<file path="src/rtl/kmq_pkg.sv">
package kmq_pkg;

   // Frame and cluster geometry
   localparam int NUM_CLUSTERS = 4;
   localparam int FRAME_MAX    = 65536;

   localparam int     PIX_W   = 8;
   localparam int     PIX_AW  = (FRAME_MAX > 1) ? $clog2(FRAME_MAX) : 1;
   localparam int     COUNT_W = $clog2(FRAME_MAX + 1);
   localparam longint SUM_MAX = longint'(FRAME_MAX) * 255;
   localparam int     SUM_W   = $clog2(SUM_MAX + 1);
   localparam int     LBL_W   = $clog2(NUM_CLUSTERS);

   // Register port
   localparam int CSR_IDX_W  = 3;
   localparam int CSR_DATA_W = 8;

   typedef enum logic [CSR_IDX_W-1:0] {
      CSR_INIT_C0    = 3'd0,
      CSR_INIT_C1    = 3'd1,
      CSR_INIT_C2    = 3'd2,
      CSR_INIT_C3    = 3'd3,
      CSR_MAX_PASSES = 3'd4
   } csr_index_type;

   typedef logic [PIX_W-1:0]   pixel_type;
   typedef logic [PIX_AW-1:0]  addr_type;
   typedef logic [COUNT_W-1:0] count_type;
   typedef logic [SUM_W-1:0]   sum_type;
   typedef logic [LBL_W-1:0]   label_type;
   typedef pixel_type [NUM_CLUSTERS-1:0] center_vec_type;

   typedef struct packed {
      label_type lbl;
      pixel_type val;
   } near_type;

   function automatic pixel_type abs_diff(pixel_type a, pixel_type b);
      return (a > b) ? (a - b) : (b - a);
   endfunction

   // Nearest centre by absolute distance; ties keep the lower index
   function automatic near_type nearest(pixel_type px, center_vec_type c);
      near_type  best;
      pixel_type best_d;
      pixel_type d;
      best.lbl = '0;
      best.val = c[0];
      best_d   = abs_diff(px, c[0]);
      for (int j = 1; j < NUM_CLUSTERS; j++) begin
         d = abs_diff(px, c[j]);
         if (d < best_d) begin
            best_d   = d;
            best.lbl = LBL_W'(j);
            best.val = c[j];
         end
      end
      return best;
   endfunction

endpackage

</file>
<file path="src/rtl/kmq_divider.sv">
module kmq_divider (
   input  logic              clock,
   input  logic              reset,
   input  logic              start,
   input  kmq_pkg::sum_type  dividend,
   input  kmq_pkg::count_type divisor,
   output logic              done,
   output kmq_pkg::sum_type  quotient
);
   import kmq_pkg::*;

   localparam int CNT_W = $clog2(SUM_W + 1);

   logic             busy_ff;
   logic             done_ff;
   logic [CNT_W-1:0] cnt_ff;
   count_type        rem_ff;
   count_type        dvs_ff;
   sum_type          quo_ff;

   logic [COUNT_W:0] rem_sh;
   logic [COUNT_W:0] rem_diff;
   logic             fits;
   count_type        rem_in;
   sum_type          quo_in;

   // One restoring step: shift in the next dividend bit, subtract if it fits
   always_comb begin
      rem_sh   = {rem_ff, quo_ff[SUM_W-1]};
      rem_diff = rem_sh - {1'b0, dvs_ff};
      fits     = (rem_sh >= {1'b0, dvs_ff});
      rem_in   = fits ? rem_diff[COUNT_W-1:0] : rem_sh[COUNT_W-1:0];
      quo_in   = {quo_ff[SUM_W-2:0], fits};
   end

   always_ff @(posedge clock) begin
      if (reset) begin
         busy_ff <= 1'b0;
         done_ff <= 1'b0;
      end else begin
         done_ff <= 1'b0;
         if (start) begin
            busy_ff <= 1'b1;
            quo_ff  <= dividend;
            rem_ff  <= '0;
            dvs_ff  <= divisor;
            cnt_ff  <= CNT_W'(SUM_W);
         end else if (busy_ff) begin
            rem_ff <= rem_in;
            quo_ff <= quo_in;
            cnt_ff <= cnt_ff - CNT_W'(1);
            if (cnt_ff == CNT_W'(1)) begin
               busy_ff <= 1'b0;
               done_ff <= 1'b1;
            end
         end
      end
   end

   assign done     = done_ff;
   assign quotient = quo_ff;

endmodule

</file>
<file path="config.mk">
export PLATFORM = sky130hd
export DESIGN_NAME = kmq_divider
export DESIGN_NICKNAME = d
export VERILOG_FILES = /design/src/rtl/kmq_pkg.sv /design/src/rtl/kmq_divider.sv
export SDC_FILE = /design/constraint.sdc
export NUM_CORES = 1
export LEC_CHECK = 0
export ABC_AREA = 1
export BUFFER_PORTS_ARGS = -buffer_cell sky130_fd_sc_hd__buf_4
export CORE_ASPECT_RATIO = 0.9
export CORE_MARGIN = 2
export CORE_UTILIZATION = 35
export CTS_CLUSTER_SIZE = 40
export DETAILED_ROUTE_END_ITERATION = 12
export PLACE_DENSITY = 0.59
export SYNTH_ARGS = -nofsm -noshare
export SYNTH_HDL_FRONTEND = slang
export SYNTH_SLANG_ARGS = --single-unit
</file>
<file path="constraint.sdc">
create_clock -name clock -period 3.7 [get_ports clock]
set_input_delay 0.555 -clock clock [delete_from_list [all_inputs] [get_ports clock]]
set_output_delay 0.555 -clock clock [all_outputs]
set_load 0.01 [all_outputs]
</file>
### Yosys cells after proc, flatten, opt, wreduce, memory -nomap -nowiden

Cells that the tools add are included.

* register bits: 65
* word-level logic and storage cells: 25

* reduce and logical (&&, ||, !) cells: 4
* muxes and demuxes: 9
* $lt $le $gt $ge: 1
* bitwise logic cells: 2
* add/subtract/negate cells: 2
* eq/ne operators: 1

Operator list (count)
* 2-to-1 mux 24 bit: 2
* 2-to-1 mux 17 bit: 2
* >= comparator 18 x 17 -> 1 bit: 1
* subtractor 17 bit: 1
* == test 5 x 1 -> 1 bit (second input constant): 1
* 2-to-1 mux 5 bit: 1
* subtractor 5 x 1 -> 5 bit (second input constant): 1
* 2-to-1 mux 1 bit: 4
* AND reduction 2 bit: 2
* OR reduction 3 bit: 1
* NOT 1 bit: 2
* nonzero test 2 bit: 1

### Longest topological paths before layout

Gate-level depths: netlist of run 1.

* depth in word-level cells: 4
* gate-level depth with buffers: 14
* depth with buffers taken out: 14

### Worst setup path after synthesis of run 1

OpenSTA, ideal clock, no wires.

* path type: input -> register
* start: input port start
* end: register busy_ff
* path slack: 0.247 ns
* stages on the path: 4
* data required time: 3.630 ns
* data arrival time: 3.383 ns
* buffers on the path: 0
* path through: clkinv_1 > a21oi_1 > o21ai_0 > inv_1

* cells in the longest elaborated chain, start to end: 1

RTL lines
* start: declaration: RTL line kmq_divider.sv:4 `input logic start,`
* 2-to-1 mux 1 bit: RTL line kmq_divider.sv:42 `if (start) begin`
* end signal: assignment: RTL line kmq_divider.sv:38 `busy_ff <= 1'b0;`
* end signal: assignment: RTL line kmq_divider.sv:43 `busy_ff <= 1'b1;`
* end signal: assignment: RTL line kmq_divider.sv:53 `busy_ff <= 1'b0;`
* end: declaration: RTL line kmq_divider.sv:14 `logic busy_ff;`

No other way between the ends.
A chain may end at the register's enable or synchronous reset.

### Worst setup path in the final report of run 1

* start: register rem_ff[14]
* end: register rem_ff[10] (data pin)

* cells in the longest elaborated chain, start to end: 3

RTL lines
* start: declaration: RTL line kmq_divider.sv:17 `count_type rem_ff;`
* start signal: assignment: RTL line kmq_divider.sv:49 `rem_ff <= rem_in;`
* >= comparator 18 x 17 -> 1 bit: RTL line kmq_divider.sv:31 `fits = (rem_sh >= {1'b0, dvs_ff});`
* 2-to-1 mux 17 bit: RTL line kmq_divider.sv:32 `rem_in = fits ? rem_diff[COUNT_W-1:0] : rem_sh[COUNT_W-1:0];`
* 2-to-1 mux 17 bit: RTL line kmq_divider.sv:48 `end else if (busy_ff) begin`

No other way between the ends. The select of a mux whose other input is x is not followed.

==> impl_metrics.ini, run 1 <==
[layout]
drive_gt1_share_pct = 18.6
area.sequential_um2 = 1930
fillerInstances = 1098
multi_input_area_um2 = 1680
syn2layout_area_growth_pct = 24.6
diodes = 0
nets = 612

[sta]
layout_setup_ws_ns = 1.23
rsz0062_at_grt = no
hold_viol = 0
finalCriticalPeriod_ns = 2.47
relSlewSlack_pct = 60.0
finalSetupViolations = 0
slew_violations = 0
max_freq_ghz = 0.404
fin_crit_sh_pct = 66.9
finClkSkew_ns = 0.00797
tightest_slew_ns = 0.599
setup_tns_ns = 0

[worst_setup_path]
required_ns = 3.88
cp_cell_sequence = ha_1 -> nand2_1 -> nand2_1 -> nand2_1 -> nand2_1 -> o21bai_2 -> nor2_2 -> nand2_4 -> inv_2 -> nor2_1 -> nor2_1
reg2reg_to = rem_ff[10]
critPathSlowestCell = nor2_2
critPathMaxStageDelay_ns = 0.42
crit_arrival_ns = 2.65
cp_max_fo = 14
startpoint = rem_ff[14]
worstRegToRegCells = 11
startpoint_type = flip-flop
crit_path_frequent_cell = nand2_1
r2r-start = rem_ff[14]
endpoint = rem_ff[10]
endpoint_kind = flip-flop
critPathKind = flip-flop to flip-flop
reg2reg_slack_ns = 1.23

[clocking]
post-cts-setup-buffers = 0
clock-root-buffer = clkbuf_16
cts_num_sinks = 65
htreeDepth = 3
numCtsBuffers = 9
cts_buffer_depth = 2
cts_tree = built
cts-resized-gates = 0
postCtsHoldBufs = 0
path_clk_slew_ns = 0.06
clock_latency_ns = 0.33

[global_route]
grt_pass1_vias = 3279
grt_max_degree = 42
grtUsageTotal_pct = 16.8
overflow = 0
grt_antenna_before_repair = 0
grt_pass1_wl_um = 15800

[placed_design]
portBuffers = 68
dp_slack_ns = 1.22
dp.final_hpwl_um = 7140
place_congestion = 0.896

[power]
internal_power_mw = 1.61
switching_share_pct = 29.5
pwr-share-comb_pct = 22.8
clkPwrFrac_pct = 37.2
seq_power_share_pct = 40.0
p_total_mw = 2.28
peakVddDrop_mv = 0.234
power.density_nw_per_um2 = 466
netSwitchingPower_uw = 675
leakage_nw = 2.41

[synth]
ys_seq_elements = 65
ys_async_sr_fraction_pct = 0
syn_area_um2 = 3930
synthFlopType = edfxtp_1
synth.distinct_cells = 32
yosys-top-cells-count = nand2_1, inv_1, edfxtp_1, nor2_1, ha_1
synth_edf_count = 63
netlist_instances = 476
yosysWarnings = 0
synth_top_area_share_pct = 48.1
ys_seq_area_share_pct = 49.2
synth.most_common_cell = nand2_1
yosysTopAreaCell = edfxtp_1
avgSynthCellArea_um2 = 8.26
synth_fp_nets = 540
synthTopCellsByArea = edfxtp_1, nand2_1, inv_1, ha_1, nor2_1

[route]
drt-wirelength-per-cell_um = 13.3
drc_errors = 0
drt_iter0_drc = 104
first_pass_iters = 6
viasPerCell = 4.53
vias = 3195
routed_wl_um = 9380
drt.antenna.violating_nets = 0

[die]
die_x_um = 116
die_h_um = 105
ios = 69
fp.coreArea_um2 = 10900
fp-row-count = 36
start_util_pct = 36.1
dieArea_um2 = 12100

[job]
drv_cap = 0

[hold_path]
hold_class = primary input to flip-flop

[outcome]
status = complete, no violations
worst max-delay path: cells and delay by family, from the launching register on:
family | cells | cell delay [ns]
compound gates | 1 | 0.19
fa+ha+maj | 1 | 0.38
buf+inv | 1 | 0.21
flops | 1 | 0.41
simple gates | 8 | 1.14
sequential cells by signal, summed over array words and instances, names as in the netlist:
name / cells
rem_ff: 17
busy_ff: 1
done: 1
dvs_ff: 17
quotient: 24
cnt_ff: 5
layer usage:
metal | track usage [%] | up-vias | part of all wire (%)
met4 | 3.74 | 0 | 1.1
met1 | 22.2 | 1425 | 46
met3 | 7.05 | 8 | 9.4
met2 | 25.6 | 118 | 44
li1 | - | 1644 | -
met5 | 0 | - | 0
worst min path at each step:
stage / end / slack, ns / cells past startpoint / start
floorplan: done / 0.42 / 2 / busy_ff
global placement: done / 0.49 / 2 / busy_ff
detailed placement: done / 0.51 / 2 / busy_ff
CTS: dvs_ff[15] / 0.39 / 1 / divisor[15]
global route: dvs_ff[7] / 0.39 / 1 / divisor[7]
finish: dvs_ff[3] / 0.40 / 1 / divisor[3]
through the flow:
stage	area, µm²	util, %	instances	hold slack (ns)
detailed placement	4600	42.2	689	0.505
finish	4900	44.9	705	0.401
floorplan	3930	-	476	0.421
global route	4900	44.9	705	0.391
CTS	4900	44.9	705	0.393
global placement	4600	42.2	689	0.494
logic make-up (layout without fill, tap and decap cells):
family                   count (synthesis)  count (layout)  share of synthesized area (%)
flip-flops                              65              65                           49.2
XOR/XNOR                                 9               9                           2.01
adder cells (fa/ha/maj)                 20              20                           6.56
AO/OA/AOI/OAI                           17              17                           2.39
AND/OR/NAND/NOR                        286             286                           31.3
buffers and inverters                   79             156                           8.56
final cells by class:
| cell class | instances | share of cell area [%] |
|---|---|---|
| inverter | 69 | 5.29 |
| tap | 152 | 3.88 |
| multi-input combinational | 332 | 34.2 |
| timing repair buffer | 71 | 11.1 |
| clock inverter | 6 | 1.35 |
| clock buffer | 10 | 4.68 |
| sequential | 65 | 39.4 |
layout by cell type, fill, tap and decap left out, drive strengths merged:
| cell | instances |
|---|---|
| nor4 | 1 |
| bufinv | 1 |
| and2 | 2 |
| clkinv | 5 |
| ha | 19 |
| nand2 | 193 |
| nor3 | 2 |
| a21oi | 11 |
| xor2 | 7 |
| fa | 1 |
| nand3b | 14 |
| buf | 71 |
| xnor2 | 2 |
| clkbuf | 10 |
| o21ai | 4 |
| nand4 | 2 |
| nand3 | 18 |
| inv | 69 |
| edfxtp | 63 |
| dfxtp | 2 |
| o21bai | 2 |
| nor2 | 54 |
power groups by stage:
stage               logic [mW]  registers (mW)  clock network (mW)
global placement         0.517           0.928                   0
CTS                      0.523           0.914               0.870
detailed placement       0.521           0.928                   0
floorplan                0.357           0.929                   0
finish                   0.520           0.914               0.850
global route             0.597           0.920               0.900
Power figures use the tool's default switching activity.
==> run 2, diff against run 1 <==
ABC_AREA = 0   (was 1)
PLACE_DENSITY = 0.6   (was 0.59)
clock period = 2.2 ns   (was 3.7 ns; I/O delays follow)
==> run 2 against run 1 <==
  * The run now ends with setup timing left
  * Clock power grew 86%
  * Worst hold slack worse by 0.22 ns
  * Synthesized area shrank 7.8%
  * Power up 90%
  * Sequential power is 68% higher
  * Highest routed layer unchanged
  * Wire length is 9.3% lower
==> impl_metrics.ini, run 2 <==
[die]
fp.coreArea_um2 = 10200
fp-row-count = 35
dieArea_um2 = 11200
die_h_um = 101
die_x_um = 111
start_util_pct = 35.7
ios = 69

[clocking]
numCtsBuffers = 9
cts_tree = built
path_clk_slew_ns = 0.06
cts_num_sinks = 65
clock_latency_ns = 0.33
clock-root-buffer = clkbuf_16
cts_buffer_depth = 2
htreeDepth = 3

[sta]
rsz0062_at_grt = yes
max_freq_ghz = 0.406
hold_viol = 0
finClkSkew_ns = 0.00725
relSlewSlack_pct = 64.9
layout_setup_ws_ns = -0.266
finalCriticalPeriod_ns = 2.47
tightest_slew_ns = 0.527
setup_tns_ns = -3.40
fin_crit_sh_pct = 112
slew_violations = 0
hold_ws_ns = 0.177
finalSetupViolations = 18

[placed_design]
place_congestion = 0.850
dp.final_hpwl_um = 5910
dp_slack_ns = -0.365
portBuffers = 68

[layout]
nets = 499
largest_register_ffs = 24
layout_commonest_cell = buf_4
syn2layout_area_growth_pct = 44.3
drive_gt1_share_pct = 44.8
diodes = 0
layout_common_cells = buf_4, edfxtp_1, mux2_2, a21oi_1

[route]
vias = 2829
drt.antenna.violating_nets = 0
first_pass_iters = 4
viasPerCell = 4.97
drc_errors = 0
drt_iter0_drc = 114
drt-wirelength-per-cell_um = 15.0
routed_wl_um = 8510

[synth]
synthFlopType = edfxtp_1
synth_edf_count = 63
yosysWarnings = 0
synthTopCellsByArea = edfxtp_1, mux2_2, ha_1, a21oi_1, inv_1
synth.distinct_cells = 52
ys_seq_elements = 65
netlist_instances = 300
synth_fp_nets = 364
avgSynthCellArea_um2 = 12.1
ys_seq_area_share_pct = 53.3
ys_async_sr_fraction_pct = 0
syn_area_um2 = 3620
synth_top_area_share_pct = 52.2
synth.most_common_cell = edfxtp_1
yosys-top-cells-count = edfxtp_1, mux2_2, inv_1
yosysTopAreaCell = edfxtp_1

[job]
drv_cap = 0

[power]
power.density_nw_per_um2 = 831
p_total_mw = 4.35
peakVddDrop_mv = 0.516
leakage_nw = 2.22

[global_route]
grt_max_degree = 27
grt_pass1_wl_um = 13700
grtUsageTotal_pct = 15.5
overflow = 0
grt_antenna_before_repair = 0
grt_pass1_vias = 2814

[hold_path]
hold_class = primary input to flip-flop

[worst_setup_path]
critPathKind = flip-flop to flip-flop
cp_max_fo = 5
crit_path_frequent_cell = inv_2
critPathSlowestCell = edfxtp_1
startpoint_type = flip-flop
crit_arrival_ns = 2.53
cp_cell_sequence = inv_2 -> ha_4 -> inv_2 -> fa_2 -> a21o_1 -> a221oi_4 -> buf_6 -> nor2b_1 -> mux2_2 -> o21ai_2 -> a21oi_1
critPathMaxStageDelay_ns = 0.39
required_ns = 2.27
endpoint_kind = flip-flop

[outcome]
status = complete, but fails checks
violations = setup timing
==> run 2: cell types whose count changed after synthesis, sizes merged, moves of 10 or more <==
| cell | before | now |
|---|---|---|
| nor2 | 54 | 22 |
| nand3b | 14 | 2 |
| a21oi | 11 | 21 |
| inv | 68 | 21 |
| nand3 | 18 | 4 |
| nand2 | 193 | 20 |
| mux2 | 0 | 24 |
==> run 2: kinds of logic after synthesis <==
kind of cell             count (synthesis)  share of synthesized area (%)
flip-flops                              65                           53.3
XOR/XNOR                                10                           2.42
multiplexers                            31                           9.40
buffers and inverters                   30                           3.56
AND/OR/NAND/NOR                         78                           10.9
adder cells (fa/ha/maj)                 20                           7.12
AO/OA/AOI/OAI                           66                           13.3
==> run 2: per-stage QoR <==
step / cells / cell area, µm² / utilization (%)
floorplan: 300 / 3630 / -
global placement: 545 / 4680 / 46.0
detailed placement: 545 / 4680 / 46.0
CTS: 567 / 5180 / 51.0
global route: 569 / 5230 / 51.5
finish: 569 / 5230 / 51.5
==> run 2: layout make-up <==
| class | instances | area, µm² |
|---|---|---|
| clock inverters | 7 | 101 |
| repair buffers | 129 | 987 |
| inverters | 22 | 82.6 |
| fillers | 906 | 4930 |
| multi-input cells | 208 | 1740 |
| well taps | 129 | 161 |
| clock buffers | 9 | 225 |
| flip-flops and latches | 65 | 1930 |
==> run 2: path summary, 6_finish.rpt <==
check,from,to,slack [ns],depth (start not counted)
worst max-delay path,quotient[23],rem_ff[8],-0.27,11
worst min-delay path,divisor[16],dvs_ff[16],0.18,1
worst max register to register,quotient[23],rem_ff[8],-0.27,11
worst min register to register,busy_ff,done,0.49,1
==> run 2: repair_timing <==
item / 4_1_cts / 5_1_grt
gates cloned: 2 / 1
gates resized for setup: 21 / 7
setup buffers: 4 / 1
hold buffers: 0 / 0
endpoints found under the setup margin: 18 / 18
pin swaps: 14 / 9
==> run 2: critical path: cells and delay by family (launching register included) <==
family | cells | cell delay, ns
multiplexers | 1 | 0.28
flip-flops | 1 | 0.39
buffers and inverters | 3 | 0.29
AND/OR/NAND/NOR | 1 | 0.05
AO/OA/AOI/OAI | 4 | 0.73
adder cells (fa/ha/maj) | 2 | 0.47
==> run 2: power breakdown <==
| part | switching [mW] | leakage (nW) | internal, mW |
|---|---|---|---|
| clock | 0.572 | 0.160 | 1.01 |
| sequential | 0.0508 | 0.617 | 1.49 |
| combinational | 0.586 | 1.44 | 0.639 |
==> run 2: layer usage <==
metal,vias up,GRT usage (%),wire (µm)
met5,-,0,0
met4,0,2.85,51
met3,8,5.53,659
met2,85,25.4,4000
met1,1334,20.2,3800
li1,1402,-,-
==> run 3, diff against run 2 <==
CTS_BUF_LIST = sky130_fd_sc_hd__clkbuf_4   (was default)
SETUP_SLACK_MARGIN = 0.02   (was default)
==> run 3 against run 2 <==
  * Clock-buffer cell count unchanged
  * Largest cell class unchanged
  * Critical endpoint unchanged
  * Sequential power about the same
  * Register-to-register slack got worse by 0.11 ns
  * Utilization decreased by 1.0 points
  * The flow still finishes with violations (setup timing)
==> impl_metrics.ini, run 3 (synthesis gave the netlist of run 2 again) <==
[power]
clkPwrFrac_pct = 25.9
switching_share_pct = 30.7
internal_power_mw = 2.63
peakVddDrop_mv = 0.395
p_total_mw = 3.79
power.density_nw_per_um2 = 739
seq_power_share_pct = 40.6
leakage_nw = 2.17
netSwitchingPower_mw = 1.16
pwr-share-comb_pct = 33.4

[clocking]
clock-root-buffer = clkbuf_4
cts_tree = built
cts_buffer_depth = 2
htreeDepth = 3
numCtsBuffers = 9
cts_num_sinks = 65
path_clk_slew_ns = 0.13
clock_latency_ns = 0.43

[sta]
layout_setup_ws_ns = -0.374
fin_crit_sh_pct = 117
max_freq_ghz = 0.389
finClkSkew_ns = 0.0172
rsz0062_at_grt = yes
setup_tns_ns = -4.17
finalSetupViolations = 18
slew_violations = 0
tightest_slew_ns = 0.624
relSlewSlack_pct = 58.0
hold_viol = 0
finalCriticalPeriod_ns = 2.57

[layout]
stdcell_count = 571
syn2layout_area_growth_pct = 41.5
diodes = 0
area.sequential_um2 = 1930
largest_register_ffs = 24
multi_input_area_um2 = 1780
layout_common_cells = buf_4, edfxtp_1, mux2_2
final_core_util_pct = 50.5
nets = 501
fillerInstances = 923
drive_gt1_share_pct = 45.7
layout_commonest_cell = buf_4

[placed_design]
dp.cells = 545
portBuffers = 68
place_congestion = 0.850
dp.final_hpwl_um = 5910

[global_route]
overflow = 0
grt_pass1_wl_um = 13900
grt_pass1_vias = 2854
grt_max_degree = 27
grt_antenna_before_repair = 0
grtUsageTotal_pct = 15.9

[die]
start_util_pct = 35.7
die_x_um = 111
dieArea_um2 = 11200
fp.coreArea_um2 = 10200
fp-row-count = 35
die_h_um = 101
ios = 69

[route]
vias = 2849
first_pass_iters = 4
drt_iter0_drc = 125
routed_wl_um = 8680
drc_errors = 0
viasPerCell = 4.99
drt-wirelength-per-cell_um = 15.2
drt.antenna.violating_nets = 0

[worst_setup_path]
required_ns = 2.39
cp_max_fo = 5
critPathKind = flip-flop to flip-flop
endpoint_kind = flip-flop
startpoint_type = flip-flop
crit_arrival_ns = 2.76

[job]
drv_cap = 0

[hold_path]
hold_class = primary input to flip-flop

[outcome]
status = complete, but fails checks
violations = setup timing
==> run 3: cell types whose count changed in the layout (fill, tap and decap cells not counted), moves of 2 or more <==
cell and change:
clkbuf_16 -9, clkbuf_4 +9, a21oi_1 -2, a21oi_2 +2, buf_4 +2
==> run 3: area by class of cell <==
| class | instances | share of cell area (%) |
|---|---|---|
| multi-input combinational | 208 | 34.7 |
| sequential | 65 | 37.7 |
| clock buffer | 9 | 1.32 |
| clock inverter | 7 | 1.98 |
| tap | 129 | 3.15 |
| timing repair buffer | 131 | 19.6 |
| inverter | 22 | 1.61 |
==> run 3: final timing paths <==
check	from	endpoint	slack, ns	depth (start not counted)
worst max-delay path	quotient[23]	rem_ff[8]	-0.37	11
worst min-delay path	divisor[16]	dvs_ff[16]	0.06	1
worst max register to register	quotient[23]	rem_ff[8]	-0.37	11
worst min register to register	busy_ff	done	0.50	1
==> run 3: through the flow <==
step	hold WS (ns)	worst slack, ns	cell area, µm²
5_1_grt	0.0263	-0.467	5130
2_1_floorplan	0.403	-0.318	3630
4_1_cts	0.0243	-0.279	5050
3_5_place_dp	0.482	-0.365	4680
6_report	0.0649	-0.374	5130
3_3_place_gp	0.489	-0.264	4680
==> run 3: per-layer routing <==
layer / track usage (%) / up-vias / wire length (µm)
met4: 4.08 / 0 / 66
met3: 6.19 / 6 / 665
met1: 20.2 / 1355 / 3840
met2: 25.8 / 82 / 4110
li1: - / 1406 / -
met5: 0 / - / 0
==> run 3: critical path, stage by stage, from the launching register on <==
cell and delay (ns):
edfxtp_1 0.42, inv_2 0.09, ha_4 0.14, inv_2 0.03
fa_2 0.33, a21o_1 0.21, a221oi_4 0.34, buf_6 0.18
nor2b_4 0.04, mux2_4 0.30, o21ai_2 0.18, a21oi_2 0.07
==> run 3: power by group through the flow <==
stage	clock (mW)	sequential [mW]	combinational (mW)
after floorplan	0	1.57	0.640
after global placement	0	1.57	1.05
after CTS	1.03	1.54	1.21
final	0.982	1.54	1.27
after detailed placement	0	1.57	1.06
after global routing	1.06	1.55	1.38
==> run 3: repair_timing <==
action,4_1_cts,5_1_grt
hold buffers,0,0
resized for setup,22,12
pin swaps,17,11
gates cloned,3,0
setup endpoints to repair,18,18
buffers inserted,4,3
